**src/klvhp_pkg.sv**
```systemverilog
// ----------------------------------------------------------------------------
// klvhp_pkg
// Shared types and constants for the KLV header parser: result word layout,
// status codes and BER length-field constants.
// ----------------------------------------------------------------------------
package klvhp_pkg;

   // Key size in bytes and in bits
   localparam int KeyBytes = 16;
   localparam int KeyBits  = KeyBytes * 8;

   // BER length byte decoding
   localparam logic [7:0] BER_LONG_FORM = 8'h80;
   localparam logic [6:0] COUNT_MASK    = 7'h7f;

   // Result status codes
   typedef enum logic [1:0] {
      ST_OK    = 2'd0,
      ST_COUNT = 2'd1,
      ST_EOD   = 2'd2
   } status_type;

   // One result word
   typedef struct packed {
      logic [63:0] key_high;
      logic [63:0] key_low;
      logic [3:0]  length_field_bytes;
      logic [63:0] value_length;
      status_type  status;
   } result_type;

endpackage

```
**src/klvhp_parse.sv**
```systemverilog
// ----------------------------------------------------------------------------
// klvhp_parse
// Header parse engine: holds the key shift register, the phase and the BER
// length accumulator, and forms a result word when a header ends.
// ----------------------------------------------------------------------------
module klvhp_parse import klvhp_pkg::*; #(
   parameter int MAX_LENGTH_BYTES = 8
) (
   input  logic       clock,
   input  logic       reset,
   input  logic       step,
   input  logic [7:0] data_byte,
   input  logic       end_of_data,
   output logic       res_valid,
   output result_type res
);

   typedef enum logic [1:0] {
      PH_KEY       = 2'd0,
      PH_FIRST_LEN = 2'd1,
      PH_MORE_LEN  = 2'd2,
      PH_SPARE     = 2'd3
   } phase_type;

   phase_type           phase_ff,     phase_in;
   logic [3:0]          key_count_ff, key_count_in;
   logic [KeyBits-1:0]  key_ff,       key_in;
   logic [63:0]         acc_ff,       acc_in;
   logic [3:0]          left_ff,      left_in;
   logic [3:0]          size_ff,      size_in;

   logic [6:0]          count;
   logic                emit;

   assign count = data_byte[6:0] & COUNT_MASK;

   // Decode one byte against the current phase
   always_comb begin
      phase_in     = phase_ff;
      key_count_in = key_count_ff;
      key_in       = key_ff;
      acc_in       = acc_ff;
      left_in      = left_ff;
      size_in      = size_ff;
      emit         = 1'b0;
      res          = '{key_high: key_ff[KeyBits-1 -: 64], key_low: key_ff[63:0],
                       length_field_bytes: 4'd0, value_length: 64'd0,
                       status: ST_OK};

      priority if (end_of_data) begin
         emit = 1'b1;
         res  = '{key_high: 64'd0, key_low: 64'd0, length_field_bytes: 4'd0,
                  value_length: 64'd0, status: ST_EOD};
      end else begin
         unique case (phase_ff)
            PH_FIRST_LEN: begin
               priority if ((data_byte & BER_LONG_FORM) == 8'd0) begin
                  emit                   = 1'b1;
                  res.length_field_bytes = 4'd1;
                  res.value_length       = {56'd0, data_byte};
               end else if (count == 7'd0) begin
                  emit                   = 1'b1;
                  res.length_field_bytes = 4'd1;
               end else if (count > 7'(MAX_LENGTH_BYTES)) begin
                  emit       = 1'b1;
                  res.status = ST_COUNT;
               end else begin
                  acc_in   = 64'd0;
                  left_in  = count[3:0];
                  size_in  = count[3:0] + 4'd1;
                  phase_in = PH_MORE_LEN;
               end
            end
            PH_MORE_LEN: begin
               acc_in = {acc_ff[55:0], data_byte};
               if (left_ff > 4'd0) begin
                  left_in = left_ff - 4'd1;
               end
               if (left_ff <= 4'd1) begin
                  emit                   = 1'b1;
                  res.length_field_bytes = size_ff;
                  res.value_length       = acc_in;
               end
            end
            default: begin
               // Key phase, spare code included
               phase_in     = PH_KEY;
               key_in       = {key_ff[KeyBits-9:0], data_byte};
               key_count_in = key_count_ff + 4'd1;
               if (key_count_ff == 4'(KeyBytes - 1)) begin
                  key_count_in = 4'd0;
                  phase_in     = PH_FIRST_LEN;
               end
            end
         endcase
      end
   end

   assign res_valid = step & emit;

   // Hold parse state; restart at a new key after every result
   always_ff @(posedge clock) begin
      if (reset || res_valid) begin
         phase_ff     <= PH_KEY;
         key_count_ff <= 4'd0;
         key_ff       <= '0;
         acc_ff       <= 64'd0;
         left_ff      <= 4'd0;
         size_ff      <= 4'd0;
      end else if (step) begin
         phase_ff     <= phase_in;
         key_count_ff <= key_count_in;
         key_ff       <= key_in;
         acc_ff       <= acc_in;
         left_ff      <= left_in;
         size_ff      <= size_in;
      end
   end

endmodule

```
**src/klvhp_out_reg.sv**
```systemverilog
// ----------------------------------------------------------------------------
// klvhp_out_reg
// Result register: holds one finished result word until the consumer takes
// it, and loads a new one in the cycle the old one leaves.
// ----------------------------------------------------------------------------
module klvhp_out_reg import klvhp_pkg::*; (
   input  logic       clock,
   input  logic       reset,
   input  logic       load,
   input  result_type load_word,
   input  logic       out_stall,
   output logic       out_valid,
   output result_type out_word,
   output logic       busy
);

   logic       valid_ff, valid_in;
   result_type word_ff;

   // Stay full while stalled, refill on a new result
   assign valid_in = load | (valid_ff & out_stall);
   assign busy     = valid_ff & out_stall;

   always_ff @(posedge clock) begin
      if (reset) begin
         valid_ff <= 1'b0;
      end else begin
         valid_ff <= valid_in;
      end
      if (load) begin
         word_ff <= load_word;
      end
   end

   assign out_valid = valid_ff;
   assign out_word  = word_ff;

endmodule

```
**src/klv_header_parser_core.sv**
```systemverilog
// ----------------------------------------------------------------------------
// klv_header_parser_core
// KLV header parser: shifts in a 16-byte key and a BER length, one byte a
// word, and returns key, length field size, value length and status.
// ----------------------------------------------------------------------------
// A result appears on rsp_ in the cycle after the byte that ends it.
// Throughput: one byte per cycle; the input stalls only while a result word
// is held in the output register under rsp_stall.
// Reset (synchronous, active high) returns the parser to the key phase with
// an empty key and length, and empties the output register.
module klv_header_parser_core import klvhp_pkg::*; #(
   parameter int MAX_LENGTH_BYTES = 8
) (
   input  logic        clock,
   input  logic        reset,
   input  logic        req_valid,
   output logic        req_stall,
   input  logic [7:0]  req_data_byte,
   input  logic        req_end_of_data,
   output logic        rsp_valid,
   input  logic        rsp_stall,
   output logic [63:0] rsp_key_high,
   output logic [63:0] rsp_key_low,
   output logic [3:0]  rsp_length_field_bytes,
   output logic [63:0] rsp_value_length,
   output logic [1:0]  rsp_status
);

   logic       step;
   logic       res_valid;
   result_type res;
   result_type out_word;
   logic       busy;

   // Accept a byte whenever the result register can take a word
   assign req_stall = busy;
   assign step      = req_valid & ~req_stall;

   klvhp_parse #(
      .MAX_LENGTH_BYTES(MAX_LENGTH_BYTES)
   ) u_parse (
      .clock       (clock),
      .reset       (reset),
      .step        (step),
      .data_byte   (req_data_byte),
      .end_of_data (req_end_of_data),
      .res_valid   (res_valid),
      .res         (res)
   );

   klvhp_out_reg u_out (
      .clock     (clock),
      .reset     (reset),
      .load      (res_valid),
      .load_word (res),
      .out_stall (rsp_stall),
      .out_valid (rsp_valid),
      .out_word  (out_word),
      .busy      (busy)
   );

   assign rsp_key_high           = out_word.key_high;
   assign rsp_key_low            = out_word.key_low;
   assign rsp_length_field_bytes = out_word.length_field_bytes;
   assign rsp_value_length       = out_word.value_length;
   assign rsp_status             = out_word.status;

   // End of data always yields a result in the next cycle
   a_eod_result: assert property (@(posedge clock) disable iff (reset)
      step && req_end_of_data |=> rsp_valid && rsp_status == ST_EOD)
      else $error("end of data gave no status word");

   // Field size is zero exactly on error
   a_size_on_error: assert property (@(posedge clock) disable iff (reset)
      rsp_valid |-> ((rsp_length_field_bytes == 4'd0) == (rsp_status != ST_OK)))
      else $error("length field size disagrees with status");

   // Error words carry no length
   a_error_length: assert property (@(posedge clock) disable iff (reset)
      rsp_valid && rsp_status != ST_OK |-> rsp_value_length == 64'd0)
      else $error("error word carries a length");

   // No new result may be loaded while a word is held
   a_no_overwrite: assert property (@(posedge clock) disable iff (reset)
      rsp_valid && rsp_stall |-> !res_valid)
      else $error("held result overwritten");

endmodule

```
**config.mk**
```make
export PLATFORM = sky130hd
export DESIGN_NAME = klv_header_parser_core
export DESIGN_NICKNAME = d
export VERILOG_FILES = /design/src/klvhp_pkg.sv /design/src/klvhp_parse.sv /design/src/klvhp_out_reg.sv /design/src/klv_header_parser_core.sv
export SDC_FILE = /design/constraint.sdc
export NUM_CORES = 1
export LEC_CHECK = 0
export BUFFER_PORTS_ARGS = -buffer_cell sky130_fd_sc_hd__buf_4
export CORE_MARGIN = 2
export CORE_UTILIZATION = 50
export DETAILED_ROUTE_END_ITERATION = 7
export PLACE_DENSITY = 0.77
export SLEW_MARGIN = 20
export SYNTH_ARGS = -nofsm -noshare
export SYNTH_HDL_FRONTEND = slang
export SYNTH_SLANG_ARGS = --single-unit
```
**constraint.sdc**
```tcl
create_clock -name clock -period 21.7 [get_ports clock]
set_clock_uncertainty 0.05 [all_clocks]
set_input_delay 1.085 -clock clock [delete_from_list [all_inputs] [get_ports clock]]
set_output_delay 1.085 -clock clock [all_outputs]
set_load 0.05 [all_outputs]
```
After elaboration in Yosys (flattened, before gate mapping)
Index checks and enable logic that the tools add are counted.
Word-level totals
  flip-flop bits (word level): 397
  input bits: 13
  output and inout port bits: 200
  word-level logic and storage cells: 79
Cells by class
  $add $sub $neg: 3
  magnitude comparators: 3
  equal/unequal tests: 7
  muxes and demuxes: 30
  bitwise logic cells: 12
  reductions and logical operators: 11
Operators by type and width (number)
  56-bit 2-to-1 mux: 3
  68-bit one-hot mux with 2 select lines: 1
  56-bit one-hot mux with 2 select lines: 1
  68-bit 2-to-1 mux: 1
  4-bit 2-to-1 mux: 6
  6-bit AND reduction: 3
  2-bit 2-to-1 mux: 6
  4-bit by 1-bit adder with 4-bit output, second input constant: 2
  8-bit zero test: 1
  1-bit 2-to-1 mux: 8
  8-bit 2-to-1 mux: 1
  1-bit NOT: 8
  4-bit one-hot mux with 2 select lines: 1
  7-bit by 4-bit > comparator with 1-bit output, second input constant: 1
  7-bit zero test: 1
  7-bit AND reduction: 1
  2-bit inequality test, second input constant: 3
  4-bit equality test, second input constant: 1
  4-bit by 1-bit > comparator with 1-bit output, second input constant: 1
  4-bit by 1-bit <= comparator with 1-bit output, second input constant: 1
  2-bit one-hot mux with 2 select lines: 1
  4-bit OR reduction: 1
  4-bit by 1-bit subtractor with 4-bit output, second input constant: 1
  1-bit bitwise AND: 3
  9 further kinds: 9

Logic depth before layout (Yosys ltp)
  word-level depth: 8
  depth in mapped cells: 9
  mapped depth without buffers: 7

Modules after synthesis
From an unflattened synthesis, not the netlist that was laid out.
Second synthesis, totals
  cell total of the unflattened synthesis: 1364
  area total of the unflattened synthesis: 15244.6 um^2
Modules (own cells, without submodules)
  klvhp_parse: times used 1, cells an instance 1161, area each 9248.9 um^2, seq. area each 3963.8 um^2
  klvhp_out_reg: times used 1, cells an instance 202, area each 5982.0 um^2, seq. area each 5965.7 um^2
  klv_header_parser_core: times used 1, cells an instance 1, area each 13.8 um^2, seq. area each 0.0 um^2

Worst setup path after synthesis
No wires, ideal clock.
  path type: in2reg
  from: input port req_data_byte[0]
  to: register u_out.word_ff, in the netlist u_out.out_word[0] (enable)
  setup time: 1.030 ns
  arrival time: 15.530 ns
  data required time: 20.620 ns
  setup slack: 5.090 ns
  stages: 6
  path buffers: 0
  cell sequence: inv_1 ha_1 nor2b_4 xnor2_1 nor2_2 o21ai_0
Between the ends
  word-level cells in the longest chain between the ends: 7
  elaborated cells between the ends (all ways): 8
  classes of those cells: 1 x order compare; 5 x mux; 1 x bitwise; 1 x reduce/logical
RTL lines
  from (decl): RTL line klv_header_parser_core.sv:18  | input logic [7:0] req_data_byte,
  7-bit by 4-bit > comparator with 1-bit output: RTL line klvhp_parse.sv:64  | end else if (count > 7'(MAX_LENGTH_BYTES)) begin
  1-bit 2-to-1 mux: RTL line klvhp_parse.sv:64
  1-bit 2-to-1 mux (*): RTL line klvhp_parse.sv:61  | end else if (count == 7'd0) begin
  1-bit 2-to-1 mux (*): RTL line klvhp_parse.sv:57  | priority if ((data_byte & BER_LONG_FORM) == 8'd0) begin
  1-bit one-hot mux with 2 select lines (*): RTL line klvhp_parse.sv:55  | unique case (phase_ff)
  1-bit 2-to-1 mux (*): RTL line klvhp_parse.sv:50  | priority if (end_of_data) begin
  1-bit bitwise AND (*): RTL line klvhp_parse.sv:99  | assign res_valid = step & emit;
  named net res_valid: RTL line klv_header_parser_core.sv:30  | logic res_valid;
  to (signal assigned): RTL line klvhp_out_reg.sv:31  | word_ff <= load_word;
  to (decl): RTL line klvhp_out_reg.sv:18  | result_type word_ff;
Mark *: on every way through the listed nets, which the timed path passes. The rest lies on a longest branch.
A chain may end at the register's enable or synchronous reset.

Worst setup path in the final report
  from: input port req_data_byte[0]
  to: register u_out.word_ff, in the netlist u_out.out_word[102] (enable)
Same word-level chain as after synthesis.

==> reports/metrics.yaml <==
logic_synthesis:
  yosysMostFrequentCell: "nand2_1"
  synth.distinct_cells: 49
  synth_commonest_cells: "nand2_1, dfxtp_1, edfxtp_1, a21oi_1, nor2b_1"
  synth_edf_count: 198
  ys_seq_area_frac: 0.6715
  synth_top_area_frac: 0.4021
  synth_area_sq_mm: 0.01479
  synth_top_cell_by_area: "edfxtp_1"
  synthArstFlopShare: 0
  ys_warn_count: 0
  avgSynthCellArea_sq_um: 10.90
  synth_area_leaders: "edfxtp_1, dfxtp_1, nand2_1"
  synth_seq_cells: 397
  syn_nets: 1378
  syn_inst: 1357
  synthFlopType: "dfxtp_1"
sta:
  setup_violations: 0
  hold_violations: 0
  fmax_mhz: 261.2
  rsz0062_at_grt: "false"
  slew_headroom: 0.3212
  fin_crit_sh: 0.1765
  tightest_slew_ns: 1.018
  drv_slew: 0
  whs_ns: 0.3991
  fin_tns_setup_ns: 0
  fin_crit_ns: 3.829
clock_network:
  cts.sinks: 397
  cts_tree: "done"
  post_cts_resized: 0
  clock-root-buffer: "clkbuf_16"
  htreeDepth: 2
  cts_hold_buffers: 0
  clkLatencyLatePin_ns: 0.53
  cts_buffer_depth: 3
  clkTransAtPathRegs_ns: 0.06
  post_cts_buffers: 0
  cts_buffers: 39
routing:
  vias_per_cell: 5.237
  wl_per_cell_um: 16.43
  num_vias: 10190
  firstDrtPassIters: 5
  ant_nets: 0
  drtIter0Drc: 1004
  wirelength_mm: 31.98
  drc_errors: 0
die:
  num_io_pins: 213
  dieArea_sq_mm: 0.03097
  rows: 62
  die_h_um: 176.0
  die_x_um: 176.0
  start_util: 0.5111
  core_sq_mm: 0.02894
global_route:
  grtUsageTotal: 0.2025
  grt_overflow: 0
  grt_pass1_wl_mm: 50.34
  grt_max_degree: 96
  antenna_found_initial: 0
  grt_pass1_vias: 9501
final_layout:
  syn2layout_area_growth_pct: 21.14
  n_antenna_cell: 0
  n_fill_cell: 2267
  final-seq-area_sq_mm: 0.009930
  multi_input_area_sq_mm: 0.004473
  drive_above_1_share: 0.1914
  nNetsFinal: 1553
power_and_ir_drop:
  irDropWorstVdd_mv: 0.05661
  leakage_nw: 6.316
  power.density_mw_per_mm2: 86.70
min_path:
  min_path_type: "flop to flop"
run:
  cap_violations: 0
setup_path:
  r2r_slack_ns: 18.15
  cp_max_fo: 70
  cp.required_ns: 21.79
  worstPathArrival_ns: 3.92
  cp-start-kind: "primary input"
  end_kind: "flop"
  critPathKind: "primary input to flop"
placement:
  gp_congestion: 0.8822
  dp.final_hpwl_mm: 19.66
  numPortBuffers: 212
status:
  status: "finished, final reports clean"
cells by family after synthesis:
logic type | count (synthesis) | share of synthesized area
compound gates | 283 | 0.1029
fa+ha+maj | 8 | 0.006769
flops | 397 | 0.6715
mux | 3 | 0.002031
buf+inv | 105 | 0.02970
simple gates | 556 | 0.1842
xor+xnor | 5 | 0.002962
worst max-delay path: stages:
cell	delay, ns
buf_4	0.13
inv_1	0.06
ha_1	0.19
nor2b_4	0.14
xnor2_1	0.31
nor2_2	0.15
o21ai_4	0.48
buf_4	0.50
buf_4	0.81
cell type report:
type,instances,area share
sequential,397,0.5543
clock inverter,15,0.006566
clock buffer,56,0.06140
tap,384,0.02682
inverter,11,0.002305
multi-input combinational,855,0.2497
timing repair buffer,228,0.09890
stage by stage:
step           worst slack, ns  utilization  total power [mW]  cells  area (sq um)
2_1_floorplan            5.090            -            0.9040   1357         14790
3_3_place_gp             16.87       0.5742            0.9262   1872         16610
3_5_place_dp             16.77       0.5742            0.9269   1872         16610
4_1_cts                  17.31       0.6162             1.564   1943         17830
5_1_grt                  17.66       0.6191             1.601   1946         17910
6_report                 17.87       0.6191             1.553   1946         17910
flip-flops by register name, indices dropped and copies added (netlist names):
name and cells:
u_parse.phase_ff 2, u_out.out_valid 1, u_parse.acc_ff 56, u_parse.key_count_ff 4, u_parse.key_ff 128, u_out.out_word 198
u_parse.size_ff 4, u_parse.left_ff 4
metal layers:
layer,vias up,wire length [um],track usage,share of wire
met5,-,0,0,0
met4,0,565,0.05579,0.018
met3,33,1797,0.03747,0.056
met2,319,15260,0.3210,0.48
met1,4872,14350,0.2881,0.45
li1,4968,-,-,-
power by group:
group          total, mW  internal [mW]  switching (mW)
clock              0.641          0.367           0.274
sequential         0.805          0.799         0.00602
combinational      0.107         0.0226          0.0845
total               1.55           1.19           0.365
worst paths after layout:
path              cells past startpoint                                end                        startpoint
setup reg to reg                      7  u_out.out_word[102]$_SDFFCE_PP0P_  u_parse.phase_ff[0]$_SDFFE_PP0P_
hold reg to reg                       2   u_parse.key_ff[124]$_SDFFE_PP0P_  u_parse.key_ff[124]$_SDFFE_PP0P_
hold / removal                        2   u_parse.key_ff[124]$_SDFFE_PP0P_  u_parse.key_ff[124]$_SDFFE_PP0P_
setup / recovery                      9  u_out.out_word[102]$_SDFFCE_PP0P_                  req_data_byte[0]
cell usage in the layout, fill, tap and decap left out, types with 2 or more instances in the layout:
cell	n
nand2_1	270
buf_4	225
dfxtp_1	199
edfxtp_1	198
a21oi_1	196
nor2b_1	128
and2_1	68
o21ai_0	61
nand3_1	58
clkbuf_16	39
clkbuf_1	11
nor2_1	10
inv_1	10
ha_1	8
clkinv_2	7
clkbuf_8	6
clkinv_1	4
o31a_1	3
xnor2_1	3
nand4_1	3
mux2i_1	3
nor3_1	3
nand2b_1	3
nor2_2	3
a21o_1	3
buf_16	3
xor2_1	2
o211ai_1	2
a211oi_1	2
o21ai_4	2
inv_6	2
(Power assumes the default switching activity.)
